## src/rtl/core/tfa_ram.sv

```systemverilog
// Generic single-write, single-read RAM with registered read data.
module tfa_ram #(
  parameter int WIDTH = 8,
  parameter int DEPTH = 16
) (
  input  logic                                     clk,
  input  logic                                     we,
  input  logic [((DEPTH > 1) ? $clog2(DEPTH) : 1)-1:0] waddr,
  input  logic [WIDTH-1:0]                         wdata,
  input  logic [((DEPTH > 1) ? $clog2(DEPTH) : 1)-1:0] raddr,
  output logic [WIDTH-1:0]                         rdata
);

  logic [WIDTH-1:0] mem_r [DEPTH];
  logic [WIDTH-1:0] rdata_r;

  always_ff @(posedge clk) begin
    if (we) begin
      mem_r[waddr] <= wdata;
    end
    rdata_r <= mem_r[raddr];
  end

  assign rdata = rdata_r;

endmodule

```

## config.mk

```make
export PLATFORM = sky130hd
export DESIGN_NAME = tfa_ram
export DESIGN_NICKNAME = d
export VERILOG_FILES = /design/src/rtl/core/tfa_ram.sv
export SDC_FILE = /design/constraint.sdc
export NUM_CORES = 1
export LEC_CHECK = 0
export ABC_CLOCK_PERIOD_IN_PS = 2600
export BUFFER_PORTS_ARGS = -buffer_cell sky130_fd_sc_hd__clkbuf_2
export CORE_ASPECT_RATIO = 0.5
export CORE_MARGIN = 2
export CORE_UTILIZATION = 55
export DETAILED_ROUTE_END_ITERATION = 6
export PLACE_DENSITY = 0.73
export SLEW_MARGIN = 20
export SYNTH_ARGS = -nofsm -noshare
export SYNTH_HDL_FRONTEND = slang
export SYNTH_SLANG_ARGS = --single-unit
```

## constraint.sdc

```tcl
create_clock -name clk -period 2.6 [get_ports clk]
set_input_delay 0.78 -clock clk [delete_from_list [all_inputs] [get_ports clk]]
set_output_delay 0.78 -clock clk [all_outputs]
set_load 0.02 [all_outputs]
```

==> impl_results.md <==
* Outcome: complete, no violations
* Total negative slack at 0 ns
* Syn Nets at 247
* Num Clock Sinks at 136
* Max cap viols at 0
* Via count at 2,537
* Setup bufs post-CTS at 0
* Min cycle time layout at 1.91 ns
* CTS tree: yes
* FF-to-FF End: rdata[0]
* Seq pwr share at 47.7%
* Grt total ovfl at 0
* # hold bufs at CTS at 0
* Layout area overhead at 19.1%
* Fraction of layout cells with a size suffix above 1 at 32.6%
* Gate Count Post-Synth at 229
* Internal at 0.00414 W
* Switch Pwr at 0.00104 W
* Largest net degree at the start of global routing at 27
* Final Hold Viols at 0
* Global-route wire length before repair at 15.6 mm
* Worst rel slew slack at 68.4%
* Iter 0 DRT Violations at 362
* F_max at 0.525 GHz
* Worst R2R Setup Slack at 1.13 ns
* Total power at 0.00517 W
* Tot GR Track Use at 22.5%
* Simple-Gate Fraction of Synth Area at 3.18%
* Multi-input combinational cell area at 1060 µm²
* Fill cells at 533
* Vias in the first global route at 2,582
* Reg2reg start: mem_r[5][0]
* Core area at 8890 µm²
* DP HPWL at 6.26 mm
* Sw frac at 20.0%
* Height of the die at 72.4 µm
* Place WS at 0.287 ns
* Number of synthesized register bits at 136
* Hold wc startpoint: mem_r[15][0]
* PnR worst setup slack at 0.694 ns
* WL final at 10.2 mm
* Worst r2r path cells at 3
* Die width at 141 µm
* Logic gate share of total power at 4.8%
* I/O Buffers at 25
* Drt wl/cell at 24.6 µm
* Clock buffer depth at 2
* Clock Tree Root: clkbuf_16
* Final worst clock skew at 0.00939 ns
* Max Slew Vio Count at 0
* Mapped Area at 5150 µm²
* VDD IR max at 726 µV
* Die ar. at 10,200 µm²
* CP max FO at 26
* PwrDens at 844 nW/µm²
* Multiplexer area fraction after synthesis at 15.0%
* Complex-gate fraction of the synthesized area at 2.33%
* Worst setup SP type: input port
* N_diodes at 0
* Hold path cells at 3
* Post-DR vias/cell at 6.11
* Worst path required time at 2.89 ns
* Initial antenna violation count at 0
* Crit path kind: input port to flop
* Slew of the pin with the lowest slew margin at 0.475 ns
* Final worst path period share at 73.3%
* Clock transition at path regs at 0.06 ns
* Crit path DAT at 2.20 ns
* Register area at 4000 µm²
* Largest family of logic cells by synthesized area: multiplexers
* Row cnt at 24
* Post-CTS Resized at 0
* Clock power share at 47.5%
* # DRC at 0
* Antenna Violating Nets Remaining at 0
* Syn Area/Cell at 22.5 µm²
* Starting Density at 57.9%
* Final Wtd Congestion at 0.799
* Initial DRT Pass Iterations at 4
* Clk_lat worst skew at 0.42 ns
* Worst setup startpoint: raddr[0]
* Critical path endpoint category: flop
* WHS Endpoint: rdata[0]
* Post-Synth XOR/XNOR Area at 0%
* Nets at 303
* Syn. warnings at 0
* H-tree levels at 4
* Clock buffer count from CTS at 17
* IO Pins at 26
* Seq/Total Area, Yosys at 77.8%
* Setup Viol. Count Final at 0
* HP Class: flop to flop
* Synth unique cells at 19
* Post-synthesis adder-cell area fraction at 0%
* Leak pwr at 2.12 nW
* RSZ-0062 raised after global routing: false
==> through the flow <==
step	std cells	util, %	area (µm²)	hold WS [ns]
final	415	69.0	6130	0.670
after global routing	415	69.0	6130	0.712
after CTS	415	69.0	6130	0.676
after detailed placement	383	62.1	5520	0.665
after global placement	383	62.1	5520	0.646
after floorplan	229	-	5150	0.629
==> state kept, by name (all words and copies together), names as in the netlist <==
signal	count
mem_r	128
rdata	8
==> worst max-delay path, stage by stage <==
cell      delay [ns]
clkbuf_2        0.13
buf_12          0.23
mux4_1          0.58
a22oi_1         0.35
nand2_1         0.11
==> worst max-delay path by stage <==
stage / cells past startpoint / to
2_1_floorplan: 2 / mem_r[0][0]
3_3_place_gp: 5 / rdata[0]
3_5_place_dp: 5 / rdata[3]
4_1_cts: 5 / rdata[1]
5_1_grt: 5 / rdata[1]
6_report: 5 / rdata[1]
==> kinds of logic after synthesis <==
group / Yosys count
flops: 136
simple gates: 35
mux: 32
compound gates: 16
buf+inv: 10
==> synth_stat cells <==
cell type        instances  area share, %
nor2b_1                  1           0.12
nor2_1                  13           0.95
or3b_2                   1           0.17
nand2b_1                 2           0.24
and2b_1                  1           0.15
clkdlybuf4s25_2          3           0.58
buf_4                    1           0.15
mux4_2                  18            7.9
and2_1                   1           0.12
dfxtp_1                  8            3.1
buf_2                    3           0.29
buf_6                    3           0.66
nand2_1                  9           0.66
edfxtp_1               128             75
a22oi_1                 16            2.3
nor3_1                   4           0.39
nand3b_1                 2           0.29
mux4_1                  14            7.1
nand3_1                  1          0.097
==> cells in the final DEF, fill, tap and decap left out <==
cell,n
and2_1,1
buf_12,2
and2b_1,1
clkbuf_16,17
or3b_2,1
nor2_1,13
nand2_1,9
nor2b_1,1
dfxtp_1,8
clkbuf_2,25
nand2b_1,2
clkinvlp_4,4
clkinv_1,1
nand3b_1,2
nand3_1,1
clkinv_2,6
mux4_2,18
buf_4,20
nor3_1,4
edfxtp_1,128
bufinv_16,4
mux4_1,14
a22oi_1,16
==> cell type report <==
type	count	share of cell area [%]
clock buffers	17	6.94
clock inverters	15	3.00
multi-input cells	83	17.2
flip-flops and latches	136	65.3
well taps	117	2.39
repair buffers	47	5.14
==> power by group through the flow <==
stage	combinational [W]	clock, W	sequential (W)
2_1_floorplan	0.000124	0	0.00253
3_3_place_gp	0.000240	0	0.00251
3_5_place_dp	0.000248	0	0.00251
4_1_cts	0.000251	0.00248	0.00247
5_1_grt	0.000268	0.00257	0.00247
6_report	0.000250	0.00246	0.00247
==> per-layer routing <==
layer  wire, µm  track usage (%)  vias to the layer above
li1           -                -                     1092
met5          0                0                        -
met3        714             6.53                       22
met4        300             11.8                        0
met1       4470             31.6                     1311
met2       4710             32.8                      112
Note: power is estimated with default switching activity, not from simulation.
