[config.mk]
export PLATFORM = sky130hd
export DESIGN_NAME = tfa_seq
export DESIGN_NICKNAME = d
export VERILOG_FILES = /design/src/rtl/core/tfa_pkg.sv /design/src/rtl/core/tfa_alu.sv /design/src/rtl/core/tfa_seq.sv
export SDC_FILE = /design/constraint.sdc
export NUM_CORES = 1
export LEC_CHECK = 0
export BUFFER_PORTS_ARGS = -buffer_cell sky130_fd_sc_hd__buf_2
export CORE_MARGIN = 5
export CORE_UTILIZATION = 35
export DETAILED_ROUTE_END_ITERATION = 8
export GPL_ROUTABILITY_DRIVEN = 0
export PLACE_DENSITY = 0.64
export SLEW_MARGIN = 30
export SYNTH_ARGS = -nofsm -noshare
export SYNTH_HDL_FRONTEND = slang
export SYNTH_SLANG_ARGS = --single-unit
[constraint.sdc]
create_clock -name clk -period 7.7 [get_ports clk]
set_clock_uncertainty 0.05 [all_clocks]
set_input_delay 0.77 -clock clk [delete_from_list [all_inputs] [get_ports clk]]
set_output_delay 0.77 -clock clk [all_outputs]
set_load 0.01 [all_outputs]
[src/rtl/core/tfa_pkg.sv]
// Shared types, codes and constants of the temporal frame averager.
package tfa_pkg;

  localparam int IDX_W      = 12;
  localparam int IDX_MAX    = 4095;
  localparam int VAL_W      = 8;
  localparam int AVG_W      = 8;
  localparam int MODE_W     = 2;
  localparam int NUM_W      = 4;
  localparam int NUM_MAX    = 15;
  localparam int CFG_IDX_W  = 2;
  localparam int CFG_DATA_W = 4;

  localparam int MAX_FRAMES_DEF = 8;
  localparam int PIXELS_DEF     = 4096;
  localparam int PIXEL_BITS_DEF = 8;

  localparam logic OP_STORE = 1'b0;
  localparam logic OP_READ  = 1'b1;

  localparam logic [MODE_W-1:0] MODE_MEAN  = 2'd0;
  localparam logic [MODE_W-1:0] MODE_HALVE = 2'd1;
  localparam logic [MODE_W-1:0] MODE_GEOM  = 2'd2;

  localparam logic [CFG_IDX_W-1:0] REG_AVERAGE_MODE  = 2'd0;
  localparam logic [CFG_IDX_W-1:0] REG_FRAMES_IN_USE = 2'd1;

  localparam logic [NUM_W-1:0] FRAMES_RESET = 4'd8;

  typedef struct packed {
    logic             op;
    logic [IDX_W-1:0] pixel_index;
    logic [VAL_W-1:0] pixel_value;
    logic             end_of_frame;
  } in_item_t;

  typedef struct packed {
    logic [AVG_W-1:0] average_value;
    logic [IDX_W-1:0] result_index;
  } out_item_t;

  typedef struct packed {
    logic [MODE_W-1:0] mode;
    logic [NUM_W-1:0]  frames;
  } ring_cfg_t;

  typedef enum logic {
    ALU_ADD,
    ALU_SUB
  } alu_op_t;

  function automatic int imax(input int a, input int b);
    return (a > b) ? a : b;
  endfunction

  // Number of compare-subtract steps that bring any pixel index below pixels.
  function automatic int mod_steps(input int pixels);
    int k;
    k = 0;
    for (int i = 0; i < IDX_W; i++) begin
      if ((longint'(pixels) << i) <= longint'(IDX_MAX)) k = i + 1;
    end
    return k;
  endfunction

  function automatic logic [IDX_W-1:0] mod_top(input int pixels);
    int k;
    k = mod_steps(pixels);
    return (k > 0) ? IDX_W'(longint'(pixels) << (k - 1)) : '0;
  endfunction

endpackage

[src/rtl/core/tfa_alu.sv]
// Shared add/subtract unit with unsigned compare result.
module tfa_alu #(
  parameter int W = 12
) (
  input  tfa_pkg::alu_op_t op,
  input  logic [W-1:0]     a,
  input  logic [W-1:0]     b,
  output logic [W-1:0]     res,
  output logic             ge
);
  import tfa_pkg::*;

  logic         is_sub;
  logic [W-1:0] b_eff;
  logic [W:0]   total;

  assign is_sub = (op == ALU_SUB);
  assign b_eff  = is_sub ? ~b : b;
  assign total  = {1'b0, a} + {1'b0, b_eff} + (W + 1)'(is_sub);
  assign res    = total[W-1:0];
  assign ge     = total[W];

endmodule

[src/rtl/core/tfa_seq.sv]
// Item sequencer: index reduction, store, ring walk, division, rounding and clearing sweep.
module tfa_seq #(
  parameter int MAX_FRAMES = tfa_pkg::MAX_FRAMES_DEF,
  parameter int PIXELS     = tfa_pkg::PIXELS_DEF,
  parameter int PIXEL_BITS = tfa_pkg::PIXEL_BITS_DEF,
  parameter int ADDR_W     = 15
) (
  input  logic                  clk,
  input  logic                  rst_n,
  input  logic                  go,
  input  tfa_pkg::in_item_t     item,
  input  tfa_pkg::ring_cfg_t    ring_cfg,
  input  logic                  ring_clr,
  output logic                  busy,
  output logic                  mem_we,
  output logic [ADDR_W-1:0]     mem_waddr,
  output logic [PIXEL_BITS-1:0] mem_wdata,
  output logic [ADDR_W-1:0]     mem_raddr,
  input  logic [PIXEL_BITS-1:0] mem_rdata,
  output logic                  out_strobe,
  output tfa_pkg::out_item_t    out_item
);
  import tfa_pkg::*;

  localparam int SLOT_W    = (MAX_FRAMES > 1) ? $clog2(MAX_FRAMES) : 1;
  localparam int POS_W     = (PIXELS > 1) ? $clog2(PIXELS) : 1;
  localparam int DEPTH     = MAX_FRAMES << POS_W;
  localparam int CW        = imax(SLOT_W, NUM_W);
  localparam int ALU_W     = imax(IDX_W, PIXEL_BITS + NUM_W);
  localparam int MOD_STEPS = mod_steps(PIXELS);
  localparam logic [IDX_W-1:0] MOD_TOP = mod_top(PIXELS);
  localparam int STEP_MAX  = imax(NUM_MAX, imax(PIXEL_BITS, MOD_STEPS));
  localparam int CNT_W     = $clog2(STEP_MAX + 1);

  typedef enum logic [2:0] {
    S_CLEAR,
    S_IDLE,
    S_MOD,
    S_STORE,
    S_FETCH,
    S_WAIT,
    S_DIV,
    S_ROUND
  } state_t;

  state_t                state_r, state_nxt;
  logic [ADDR_W-1:0]     clr_addr_r, clr_addr_nxt;
  logic [SLOT_W-1:0]     ws_r, ws_nxt;
  logic [SLOT_W-1:0]     rd_slot_r, rd_slot_nxt;
  logic [CNT_W-1:0]      cnt_r, cnt_nxt;
  logic                  op_r, op_nxt;
  logic                  eof_r, eof_nxt;
  logic [VAL_W-1:0]      val_r, val_nxt;
  logic [IDX_W-1:0]      idx_r, idx_nxt;
  logic [IDX_W-1:0]      pos_r, pos_nxt;
  logic [ALU_W-1:0]      acc_r, acc_nxt;
  logic [PIXEL_BITS-1:0] quo_r, quo_nxt;
  logic [ALU_W-1:0]      dvs_r, dvs_nxt;
  logic                  half_r, half_nxt;
  logic                  sticky_r, sticky_nxt;
  logic                  first_r, first_nxt;
  logic                  vld_r, vld_nxt;
  logic                  out_strobe_r, out_strobe_nxt;
  out_item_t             out_item_r, out_item_nxt;

  alu_op_t          alu_op;
  logic [ALU_W-1:0] alu_a, alu_b, alu_res;
  logic             alu_ge;

  logic             begin_op;
  logic             op_now;
  logic             is_mean;
  logic             round_up;
  logic [POS_W-1:0] pos;
  logic [NUM_W:0]   two_rem;
  logic [NUM_W:0]   n_ext;

  tfa_alu #(
    .W (ALU_W)
  ) u_alu (
    .op  (alu_op),
    .a   (alu_a),
    .b   (alu_b),
    .res (alu_res),
    .ge  (alu_ge)
  );

  function automatic logic [SLOT_W-1:0] slot_inc(input logic [SLOT_W-1:0] s,
                                                 input logic [NUM_W-1:0]  num);
    logic [CW-1:0] nx;
    nx = CW'(s) + CW'(1);
    return (nx == CW'(num)) ? '0 : SLOT_W'(nx);
  endfunction

  assign pos     = POS_W'(pos_r);
  assign is_mean = (ring_cfg.mode != MODE_HALVE) && (ring_cfg.mode != MODE_GEOM);
  assign two_rem = {acc_r[NUM_W-1:0], 1'b0};
  assign n_ext   = {1'b0, ring_cfg.frames};

  always_comb begin
    if (is_mean) begin
      round_up = (two_rem > n_ext) || ((two_rem == n_ext) && quo_r[0]);
    end else begin
      round_up = half_r && (sticky_r || acc_r[0]);
    end
  end

  assign mem_we    = (state_r == S_CLEAR) || (state_r == S_STORE);
  assign mem_waddr = (state_r == S_CLEAR) ? clr_addr_r : ADDR_W'({ws_r, pos});
  assign mem_wdata = (state_r == S_CLEAR) ? '0 : PIXEL_BITS'(val_r);
  assign mem_raddr = ADDR_W'({rd_slot_r, pos});

  always_comb begin
    state_nxt      = state_r;
    clr_addr_nxt   = clr_addr_r;
    ws_nxt         = ws_r;
    rd_slot_nxt    = rd_slot_r;
    cnt_nxt        = cnt_r;
    op_nxt         = op_r;
    eof_nxt        = eof_r;
    val_nxt        = val_r;
    idx_nxt        = idx_r;
    pos_nxt        = pos_r;
    acc_nxt        = acc_r;
    quo_nxt        = quo_r;
    dvs_nxt        = dvs_r;
    half_nxt       = half_r;
    sticky_nxt     = sticky_r;
    first_nxt      = first_r;
    vld_nxt        = 1'b0;
    out_strobe_nxt = 1'b0;
    out_item_nxt   = out_item_r;
    alu_op         = ALU_ADD;
    alu_a          = acc_r;
    alu_b          = ALU_W'(mem_rdata);
    begin_op       = 1'b0;
    op_now         = op_r;

    // fold the frame read last cycle into the running value
    if (vld_r) begin
      first_nxt = 1'b0;
      if (is_mean || ((ring_cfg.mode == MODE_HALVE) && first_r)) begin
        acc_nxt = alu_res;
      end else begin
        acc_nxt    = alu_res >> 1;
        half_nxt   = alu_res[0];
        sticky_nxt = sticky_r | half_r;
      end
    end

    unique case (state_r)
      S_CLEAR: begin
        clr_addr_nxt = clr_addr_r + ADDR_W'(1);
        if (clr_addr_r == ADDR_W'(DEPTH - 1)) begin
          state_nxt = S_IDLE;
        end
      end
      S_IDLE: begin
        if (go) begin
          op_nxt  = item.op;
          eof_nxt = item.end_of_frame;
          val_nxt = item.pixel_value;
          idx_nxt = item.pixel_index;
          pos_nxt = item.pixel_index;
          dvs_nxt = ALU_W'(MOD_TOP);
          cnt_nxt = CNT_W'(MOD_STEPS - 1);
          op_now  = item.op;
          if (MOD_STEPS == 0) begin
            begin_op = 1'b1;
          end else begin
            state_nxt = S_MOD;
          end
        end
      end
      S_MOD: begin
        alu_op = ALU_SUB;
        alu_a  = ALU_W'(pos_r);
        alu_b  = dvs_r;
        if (alu_ge) begin
          pos_nxt = IDX_W'(alu_res);
        end
        dvs_nxt = dvs_r >> 1;
        cnt_nxt = cnt_r - CNT_W'(1);
        if (cnt_r == '0) begin
          begin_op = 1'b1;
        end
      end
      S_STORE: begin
        if (eof_r) begin
          ws_nxt = slot_inc(ws_r, ring_cfg.frames);
        end
        state_nxt = S_IDLE;
      end
      S_FETCH: begin
        vld_nxt     = 1'b1;
        rd_slot_nxt = slot_inc(rd_slot_r, ring_cfg.frames);
        cnt_nxt     = cnt_r - CNT_W'(1);
        if (cnt_r == '0) begin
          state_nxt = S_WAIT;
        end
      end
      S_WAIT: begin
        if (is_mean) begin
          state_nxt = S_DIV;
          dvs_nxt   = ALU_W'(ring_cfg.frames) << (PIXEL_BITS - 1);
          cnt_nxt   = CNT_W'(PIXEL_BITS - 1);
          quo_nxt   = '0;
        end else begin
          state_nxt = S_ROUND;
        end
      end
      S_DIV: begin
        alu_op = ALU_SUB;
        alu_a  = acc_r;
        alu_b  = dvs_r;
        if (alu_ge) begin
          acc_nxt = alu_res;
        end
        quo_nxt = PIXEL_BITS'({quo_r, alu_ge});
        dvs_nxt = dvs_r >> 1;
        cnt_nxt = cnt_r - CNT_W'(1);
        if (cnt_r == '0) begin
          state_nxt = S_ROUND;
        end
      end
      S_ROUND: begin
        alu_op                     = ALU_ADD;
        alu_a                      = is_mean ? ALU_W'(quo_r) : acc_r;
        alu_b                      = ALU_W'(round_up);
        out_strobe_nxt             = 1'b1;
        out_item_nxt.average_value = AVG_W'(alu_res);
        out_item_nxt.result_index  = idx_r;
        state_nxt                  = S_IDLE;
      end
    endcase

    if (begin_op) begin
      if (op_now == OP_STORE) begin
        state_nxt = S_STORE;
      end else begin
        state_nxt   = S_FETCH;
        rd_slot_nxt = ws_r;
        cnt_nxt     = CNT_W'(ring_cfg.frames) - CNT_W'(1);
        acc_nxt     = '0;
        half_nxt    = 1'b0;
        sticky_nxt  = 1'b0;
        first_nxt   = 1'b1;
      end
    end

    // restart the sweep and rewind the ring
    if (ring_clr) begin
      state_nxt    = S_CLEAR;
      clr_addr_nxt = '0;
      ws_nxt       = '0;
      vld_nxt      = 1'b0;
    end
  end

  always_ff @(posedge clk) begin
    if (!rst_n) begin
      state_r      <= S_CLEAR;
      clr_addr_r   <= '0;
      ws_r         <= '0;
      vld_r        <= 1'b0;
      out_strobe_r <= 1'b0;
    end else begin
      state_r      <= state_nxt;
      clr_addr_r   <= clr_addr_nxt;
      ws_r         <= ws_nxt;
      vld_r        <= vld_nxt;
      out_strobe_r <= out_strobe_nxt;
      out_item_r   <= out_item_nxt;
    end
  end

  always_ff @(posedge clk) begin
    rd_slot_r <= rd_slot_nxt;
    cnt_r     <= cnt_nxt;
    op_r      <= op_nxt;
    eof_r     <= eof_nxt;
    val_r     <= val_nxt;
    idx_r     <= idx_nxt;
    pos_r     <= pos_nxt;
    acc_r     <= acc_nxt;
    quo_r     <= quo_nxt;
    dvs_r     <= dvs_nxt;
    half_r    <= half_nxt;
    sticky_r  <= sticky_nxt;
    first_r   <= first_nxt;
  end

  assign busy       = (state_r != S_IDLE);
  assign out_strobe = out_strobe_r;
  assign out_item   = out_item_r;

endmodule

==> results of run 1 <==
[worst max-delay path, cell delays in order]
cell and delay, ns:
buf_2 0.09, inv_1 0.04, ha_1 0.42, and4_1 0.36
nor2_1 0.56, a221o_1 0.32, inv_1 0.08, fa_1 0.45
nor2b_1 0.13, o21a_1 0.13, o21ai_1 0.07, a31oi_1 0.32
a221oi_2 0.15, o21a_1 0.33, inv_1 0.36, nor2_1 0.17
a2111oi_1 0.38
[final timing paths]
check / start / endpoint / cells past startpoint
worst min-delay path: idx_r[9]$_DFFE_PP_ / out_item[9]$_DFFE_PP_ / 0
worst max register to register: state_r[1]$_SDFFE_PP0P_ / acc_r[8]$_DFF_P_ / 14
worst max-delay path: ring_cfg[4] / acc_r[8]$_DFF_P_ / 17
worst min register to register: idx_r[9]$_DFFE_PP_ / out_item[9]$_DFFE_PP_ / 0
[final cells by class]
cell class                 instances  area [um2]
tap                              225       281.5
timing repair buffer             106       545.5
fill                            1641        9779
clock buffer                      17       425.4
inverter                          30       112.6
multi-input combinational        433        2831
sequential                       118        3083
clock inverter                    15       177.7
[routing by layer]
metal | part of all wire, % | routed length (um) | global-route usage, % | vias up
li1 | - | - | - | 2411
met1 | 46 | 7502 | 22.09 | 2360
met2 | 44 | 7324 | 25.12 | 199
met3 | 8.0 | 1317 | 4.637 | 23
met4 | 2.0 | 329 | 5.853 | 0
met5 | 0 | 0 | 0 | -
[state kept, by name, summed over array words and instances, names as in the netlist]
name        count
val_r           8
dvs_r          11
vld_r           1
out_item       20
quo_r           8
state_r         3
op_r            1
sticky_r        1
idx_r          12
pos            12
ws_r            3
cnt_r           4
out_strobe      1
rd_slot_r       3
eof_r           1
acc_r          12
clr_addr_r     15
first_r         1
half_r          1
[cells by family (layout without fill, tap and decap cells)]
logic type               after synthesis  count (layout)  synth area share [%]
AO/OA/AOI/OAI                        151             151                 17.02
XOR/XNOR                              28              28                 4.113
adder cells (fa/ha/maj)               22              22                 4.601
buffers and inverters                 59             168                 4.010
flip-flops                           118             118                 50.16
multiplexers                          21              21                 3.766
AND/OR/NAND/NOR                      211             211                 16.33
[power groups by stage]
stage / logic (uW) / registers [uW] / clock network (uW)
4_1_cts: 158 / 695 / 819
3_5_place_dp: 156 / 708 / 0
3_3_place_gp: 155 / 708 / 0
6_report: 157 / 695 / 809
2_1_floorplan: 108 / 706 / 0
5_1_grt: 176 / 697 / 849
[per-stage QoR]
| step | instance area (um2) | cells | total power [uW] |
|---|---|---|---|
| after floorplan | 6146 | 610 | 813.4 |
| after global placement | 6849 | 912 | 862.4 |
| after detailed placement | 6854 | 912 | 864.3 |
| after CTS | 7457 | 944 | 1671 |
| after global routing | 7457 | 944 | 1721 |
| final | 7457 | 944 | 1661 |
[cells in the final DEF (no fill, tap or decap), types with 4 or more instances in the layout]
cell type    n
xnor2_1     14
and3_1      11
buf_4        6
nor2_1      43
or3_1        6
a221oi_1     7
nor3_1      15
a22oi_1      5
mux2i_1      4
nand4_1      7
a21oi_1     33
nor2b_1     13
nand2_1     80
edfxtp_1    72
dfxtp_1     46
o22ai_1      8
o21a_1       5
a211oi_1     5
nand2b_1     7
clkbuf_16   17
a31oi_1      8
buf_2      100
o31ai_1      7
and2_1      11
xor2_1      13
o21ai_0     38
clkinv_2     4
nand3_1      6
ha_1        21
a22o_1       4
inv_1       29
mux2_2      17
==> flow_summary.yaml, run 1 <==
placed_design:
  post-place-ws_ns: 2.435
  dp_hpwl_mm: 12.12
  portBuffers: 100
worst_setup_path:
  start_kind: "input pin"
  critPathKind: "in -> reg"
  cp.required_ns: 7.96
  setup.worst_path.end_class: "flop"
  crit_arrival_ns: 5.13
  rrSetupSlack_ns: 2.91
  critical_path_peak_fanout: 13
sta:
  final_hold_viol_count: 0
  period_share_pct: 63.29
  fin_setup_tns_ns: 0
  timing.hold.ws_ns: 0.3676
  post-route-worst-setup-slack_ns: 2.826
  worst_pin_slew_ns: 0.8495
  setup_viol: 0
  period_needed_ns: 4.874
  grt_setup_unrepaired: "no"
  clock.fmax_mhz: 205.2
  maxSlewHeadroom_pct: 43.37
  slew_viol_final: 0
synth:
  synth_top_area_share_pct: 35.18
  syn_nets: 672
  synth_largest_area_cell: "edfxtp_1"
  synthFlopType: "edfxtp_1"
  synth-edff-count: 72
  syn_avg_cell_area_um2: 10.08
  netlist_instances: 610
  synth_cell_types: 68
  synth_area_leaders: "edfxtp_1, dfxtp_1, nand2_1"
  synth_most_common_cell: "nand2_1"
  yosysSeqAreaShare_pct: 50.16
  ys_top_cells_by_count: "nand2_1, edfxtp_1, dfxtp_1"
  synth_warnings: 0
  synth-seq-cells: 118
  synth_area_mm2: 0.006146
  async_flop_share_pct: 0
route:
  drt-initial-drc-count: 391
  wl_per_cell_um: 17.45
  routed_wl_mm: 16.47
  dr.pass1.iters: 6
  ant_nets: 0
  via_per_inst: 5.289
  drc: 0
  dr_total_vias: 4993
cts:
  clk_pin_slew_ns: 0.06
  clockRootBuffer: "clkbuf_16"
  cts_tree: "done"
  insertion_delay_ns: 0.43
  htree_levels: 4
  cts_hold_buffers: 0
  cts_sinks: 118
  cts_resized: 0
  clockBufferDepth: 2
  numCtsBuffers: 17
  postCtsSetupBuffers: 0
grt:
  grt_overflow: 0
  grtUsageTotal_pct: 16.36
  antenna_found_initial: 0
  grt_pass1_wl_mm: 25.88
  grt_pass1_vias: 4716
  grt_max_degree: 30
min_path:
  hp-class: "reg -> reg"
power:
  vdd_ir_drop_max_v: 0.0001528
  total_leakage_power_uw: 0.002995
  switching_share_pct: 24.31
  p_sw_uw: 403.7
  p_per_area_mw_per_mm2: 222.7
  pwr-share-comb_pct: 9.5
  seq_power_share_pct: 41.8
  p_int_uw: 1257
  p_clk_share_pct: 48.7
floorplanning:
  dieArea_mm2: 0.02031
  core_mm2: 0.01724
  row_count: 48
  start_util_pct: 35.66
  io_pins: 101
  die_h_um: 142.5
  die_w_um: 142.5
run:
  drv_cap: 0
cells_and_area:
  drive_gt1_share_pct: 24.06
  area_delta_synth_final_pct: 21.34
  nNetsFinal: 768
  finish.utilization_pct: 43.26
  antennaDiodeCount: 0
outcome:
  status: "complete, no violations"
Power figures use the tool's default switching activity.
==> run 2, diff against run 1 <==
- ABC_AREA: not set -> 1
- PLACE_DENSITY: 0.64 -> 0.66
- clock period: 7.7 -> 4.4 ns (I/O delays scaled with it)
==> run 2 against run 1 <==
  * Cell count increased by 14%
  * Register-to-register slack got worse by 2.3 ns
  * Critical endpoint is now acc_r[3]$_DFF_P_
  * Sequential power rose by 81%
  * Flip-flop and latch count unchanged
==> flow_summary.yaml, run 2 <==
sta:
  setup_viol: 0
  grt_setup_unrepaired: "no"
  period_needed_ns: 3.804
  slew_viol_final: 0
  worst_pin_slew_ns: 0.6471
  post-route-worst-setup-slack_ns: 0.5965
  period_share_pct: 86.44
  fin_setup_tns_ns: 0
  clock.fmax_mhz: 262.9
  maxSlewHeadroom_pct: 56.76
  final_hold_viol_count: 0
floorplanning:
  start_util_pct: 35.68
  die_w_um: 142.8
  die_h_um: 142.8
  core_mm2: 0.01730
  io_pins: 101
  row_count: 48
  dieArea_mm2: 0.02039
worst_setup_path:
  path_cells: "nand2_2, nor2_2, inv_1, buf_4, nor2_1, a221oi_1, fa_1, o21ai_1, nand3_1, o211ai_1, nand2_1, nand2_1, nand2_1, a21oi_1"
  cpPeakStageDelay_ns: 0.49
  crit_path_top_delay_cell: "fa_1"
  reg2reg_from: "state_r[1]$_SDFFE_PP0P_"
  r2r-end: "acc_r[3]$_DFF_P_"
  start_kind: "flop"
  r2r_cells: 14
  critPathMostFrequentCell: "nand2_1"
  setup.worst_path.end_class: "flop"
  crit_arrival_ns: 4.09
  cp-endpoint: "acc_r[3]$_DFF_P_"
  crit_start: "state_r[1]$_SDFFE_PP0P_"
  critPathKind: "reg -> reg"
  rrSetupSlack_ns: 0.60
  critical_path_peak_fanout: 20
  cp.required_ns: 4.69
grt:
  grt_pass1_wl_mm: 25.27
  grt_pass1_vias: 4834
  antenna_found_initial: 0
  grt_overflow: 0
  grtUsageTotal_pct: 16.02
  grt_max_degree: 35
synth:
  synth-edff-count: 72
  netlist_instances: 730
  synth_most_common_cell: "nand2_1"
  synthFlopType: "edfxtp_1"
  ys_top_cells_by_count: "nand2_1, inv_1, nor2_1"
  syn_avg_cell_area_um2: 8.453
  async_flop_share_pct: 0
  yosysSeqAreaShare_pct: 49.96
  synth_warnings: 0
  synth_area_leaders: "edfxtp_1, dfxtp_1, nand2_1"
  synth_cell_types: 49
  synth_top_area_share_pct: 35.04
  synth-seq-cells: 118
  synth_largest_area_cell: "edfxtp_1"
  synth_area_mm2: 0.006171
  syn_nets: 792
power:
  p_sw_uw: 858.7
  total_leakage_power_uw: 0.003409
  p_clk_share_pct: 42.5
  switching_share_pct: 27.51
  p_per_area_mw_per_mm2: 415.2
  vdd_ir_drop_max_v: 0.0002935
  pwr-share-comb_pct: 17.1
  seq_power_share_pct: 40.4
  p_int_uw: 2263
route:
  wl_per_cell_um: 15.22
  drt-initial-drc-count: 447
  routed_wl_mm: 16.41
  dr.pass1.iters: 5
  via_per_inst: 4.966
  ant_nets: 0
  dr_total_vias: 5353
  drc: 0
cells_and_area:
  layout_commonest_cell: "nand2_1"
  drive_gt1_share_pct: 20.63
  n_fill_cell: 1730
  fin_cells: 1078
  final_cell_area_mm2: 0.007518
  area_delta_synth_final_pct: 21.84
  nNetsFinal: 902
  most-common-layout-cells: "nand2_1, inv_1, buf_2"
  largest_reg_flops: 20
  antennaDiodeCount: 0
min_path:
  min_path_cells: 1
  hp-class: "in -> reg"
outcome:
  status: "complete, no violations"
cts:
  htree_levels: 4
  clockRootBuffer: "clkbuf_16"
  clockBufferDepth: 2
  cts_tree: "done"
  postCtsSetupBuffers: 0
  cts_hold_buffers: 0
  cts_sinks: 118
  insertion_delay_ns: 0.42
  cts_resized: 0
  numCtsBuffers: 17
  clk_pin_slew_ns: 0.06
placed_design:
  place_inst: 1046
  portBuffers: 100
  post-place-ws_ns: 0.4802
  dp_hpwl_mm: 12.53
  placed_cell_area_mm2: 0.006942
run:
  drv_cap: 0
[run 2: cell types whose count changed in the layout (fill, tap and decap cells not counted), moves of 11 or more]
| cell | change |
|---|---|
| and3_1 | -11 |
| inv_1 | +80 |
| nand3_1 | +18 |
| nand2_1 | +64 |
| mux2_2 | -17 |
| o21ai_0 | +24 |
| nor2b_1 | -13 |
| nor2_1 | +31 |
| and2_1 | -11 |
[run 2: logic make-up (layout without fill, tap and decap cells)]
family / Yosys count / in the layout / synth area share (%)
simple gates: 290 / 290 / 20.94
compound gates: 149 / 149 / 13.69
buf+inv: 135 / 258 / 8.435
flops: 118 / 118 / 49.96
fa+ha+maj: 22 / 22 / 4.582
xor+xnor: 16 / 16 / 2.393
[run 2: metrics by stage]
stage | hold WS [ns] | util (%) | total power (uW)
finish | 0.1487 | 43.47 | 3122
detailed placement | 0.3545 | 40.13 | 1798
global route | 0.1287 | 43.47 | 3256
global placement | 0.3503 | 40.10 | 1792
CTS | 0.1308 | 43.47 | 3130
floorplan | 0.3503 | - | 1648
[run 2: routing by layer]
layer	GRT usage [%]	vias to the layer above	share of wire [%]
met5	0	-	0
met4	4.902	0	1.5
met3	5.090	23	10
met2	24.75	250	44
met1	21.56	2431	45
li1	-	2649	-
[run 2: worst min path at each step]
stage                        startpoint                     end  slack [ns]
floorplan            idx_r[0]$_DFFE_PP_   out_item[0]$_DFFE_PP_        0.35
global placement     idx_r[3]$_DFFE_PP_   out_item[3]$_DFFE_PP_        0.35
detailed placement  idx_r[11]$_DFFE_PP_  out_item[11]$_DFFE_PP_        0.35
CTS                             item[2]      val_r[1]$_DFFE_PP_        0.13
global route                    item[8]      val_r[7]$_DFFE_PP_        0.13
finish                          item[8]      val_r[7]$_DFFE_PP_        0.15
[run 2: critical path: cells and delay by family (launching register included)]
family                   cells  cell delay, ns
flip-flops                   1            0.46
adder cells (fa/ha/maj)      1            0.49
AO/OA/AOI/OAI                4            0.76
buffers and inverters        2            0.38
AND/OR/NAND/NOR              7            1.59
[run 2: final cells by class]
type                    count  area, um2  area share [%]
multi-input cells         477       2575           34.25
repair buffers            107      553.0           7.356
clock inverters             6      36.28          0.4826
flip-flops and latches    118       3083           41.01
well taps                 225      281.5           3.744
clock buffers              26      540.5           7.189
inverters                 119      449.2           5.974
[run 2: power groups by stage]
stage,combinational [uW],sequential [uW],clock (uW)
after floorplan,374,1270,0
after global placement,511,1280,0
after detailed placement,516,1280,0
after CTS,524,1260,1350
after global routing,591,1260,1400
final,534,1260,1330
==> run 3, diff against run 2 <==
- CELL_PAD_IN_SITES_DETAIL_PLACEMENT: not set -> 0
- CELL_PAD_IN_SITES_GLOBAL_PLACEMENT: not set -> 2
- CORE_UTILIZATION: 35 -> 30
- PLACE_DENSITY: 0.66 -> 0.85
==> run 3 against run 2 <==
  * Register-to-register slack about the same
  * Worst hold slack hardly changed
  * Clock-buffer cell count down 8
  * Cell count rose by 4.2%
  * Routed wire length up 6.0%
  * Flip-flop and latch count did not move
  * Sequential share of layout area decreased by 0.41 points
  * Die area up 15%
  * Highest routed layer unchanged
==> flow_summary.yaml, run 3 (synthesis gave the netlist of run 2 again) <==
outcome:
  status: "complete, no violations"
floorplanning:
  row_count: 52
  die_h_um: 153.4
  die_w_um: 153.4
  dieArea_mm2: 0.02354
  start_util_pct: 30.50
  core_mm2: 0.02023
  io_pins: 101
power:
  vdd_ir_drop_max_v: 0.0002599
  total_leakage_power_uw: 0.003399
  seq_power_share_pct: 39.3
  p_clk_share_pct: 43.8
  switching_share_pct: 29.00
  p_sw_uw: 928.2
  finalPower_uw: 3201
  pwr-share-comb_pct: 16.8
  p_int_uw: 2273
  p_per_area_mw_per_mm2: 421.5
worst_setup_path:
  critPathMostFrequentCell: "inv_2"
  crit_arrival_ns: 4.10
  cp.required_ns: 4.69
  crit_path_top_delay_cell: "dfxtp_1"
  cpPeakStageDelay_ns: 0.58
  critical_path_peak_fanout: 21
  start_kind: "flop"
  setup.worst_path.end_class: "flop"
  path_cells: "inv_2, nand2_2, buf_4, inv_2, nor2_4, inv_2, o22ai_1, inv_1, fa_1, o21ai_1, nand3_1, o211ai_1, nand2_1, nand2_1, nand3_1, a21oi_1"
  critPathKind: "reg -> reg"
sta:
  final_hold_viol_count: 0
  grt_setup_unrepaired: "no"
  slew_viol_final: 0
  setup_viol: 0
  period_share_pct: 86.58
  fin_setup_tns_ns: 0
  worst_pin_slew_ns: 0.6830
  timing.hold.ws_ns: 0.1491
  maxSlewHeadroom_pct: 54.30
  clock.fmax_mhz: 262.5
  period_needed_ns: 3.809
route:
  dr_total_vias: 5212
  via_per_inst: 4.641
  drc: 0
  dr.pass1.iters: 5
  drt-initial-drc-count: 356
  ant_nets: 0
  wl_per_cell_um: 15.48
  routed_wl_mm: 17.39
run:
  drv_cap: 0
cells_and_area:
  largest_reg_flops: 20
  antennaDiodeCount: 0
  nNetsFinal: 902
  finish.utilization_pct: 37.53
  layout_commonest_cell: "nand2_1"
  area_delta_synth_final_pct: 23.05
  most-common-layout-cells: "nand2_1, inv_1, buf_2"
  drive_gt1_share_pct: 20.75
placed_design:
  portBuffers: 100
  dp_hpwl_mm: 13.43
grt:
  grt_use_met3_pct: 3.534
  grt_max_degree: 35
  grt_use_met2_pct: 22.91
  grt_pass1_vias: 4936
  grt_overflow: 0
  antenna_found_initial: 0
  grtUsageTotal_pct: 14.94
  grt_use_met1_pct: 20.89
  grt_pass1_wl_mm: 27.71
  grt.busiest_layer: "met2"
cts:
  clockBufferDepth: 2
  postCtsSetupBuffers: 0
  insertion_delay_ns: 0.41
  htree_levels: 4
  numCtsBuffers: 17
  cts_sinks: 118
  cts_hold_buffers: 0
  cts_resized: 0
  clockRootBuffer: "clkbuf_16"
  cts_tree: "done"
  clk_pin_slew_ns: 0.06
min_path:
  hp-class: "in -> reg"
-- run 3: cell count changes in the layout (fill, tap and decap cells not counted) --
cell	delta
inv_6	+6
bufinv_16	+2
clkinvlp_4	+3
clkbuf_1	-1
inv_8	+2
inv_4	-2
clkbuf_8	-6
clkbuf_16	-1
clkinv_2	-3
-- run 3: worst paths after layout --
check	from	to	slack, ns	depth (start not counted)
worst max-delay path	state_r[0]$_SDFFE_PP0P_	acc_r[9]$_DFF_P_	0.59	16
worst min-delay path	item[8]	val_r[7]$_DFFE_PP_	0.15	1
worst max register to register	state_r[0]$_SDFFE_PP0P_	acc_r[9]$_DFF_P_	0.59	16
worst min register to register	idx_r[2]$_DFFE_PP_	out_item[2]$_DFFE_PP_	0.37	0
-- run 3: final cells by class --
| cell class | instances | area, um2 |
|---|---|---|
| Fill cell | 2052 | 12640 |
| Sequential cell | 118 | 3083 |
| Clock inverter | 14 | 166.4 |
| Clock buffer | 18 | 429.2 |
| Multi-Input combinational cell | 477 | 2575 |
| Tap cell | 270 | 337.8 |
| Inverter | 119 | 449.2 |
| Timing Repair Buffer | 107 | 553.0 |
-- run 3: routing by layer --
| layer | wire [um] | vias up |
|---|---|---|
| met3 | 1023 | 20 |
| met5 | 0 | - |
| li1 | - | 2662 |
| met4 | 336 | 0 |
| met1 | 8264 | 2372 |
| met2 | 7762 | 158 |
-- run 3: power by group through the flow --
stage          logic [uW]  registers (uW)  clock network (uW)
2_1_floorplan         374            1270                   0
3_3_place_gp          536            1280                   0
3_5_place_dp          532            1280                   0
4_1_cts               535            1260                1440
5_1_grt               610            1270                1490
6_report              539            1260                1400
-- run 3: worst max-delay path: cells and delay by family (launching register included) --
family,cells,cell delay [ns]
buf+inv,5,0.61
fa+ha+maj,1,0.44
simple gates,6,1.22
flops,1,0.58
compound gates,4,0.79
-- run 3: stage by stage --
step	std cells	worst slack, ns	instance area [um2]
floorplan	730	1.231	6171
detailed placement	1091	0.4796	6993
global route	1123	0.2719	7594
finish	1123	0.5906	7594
global placement	1091	0.5202	6993
CTS	1123	0.6292	7589
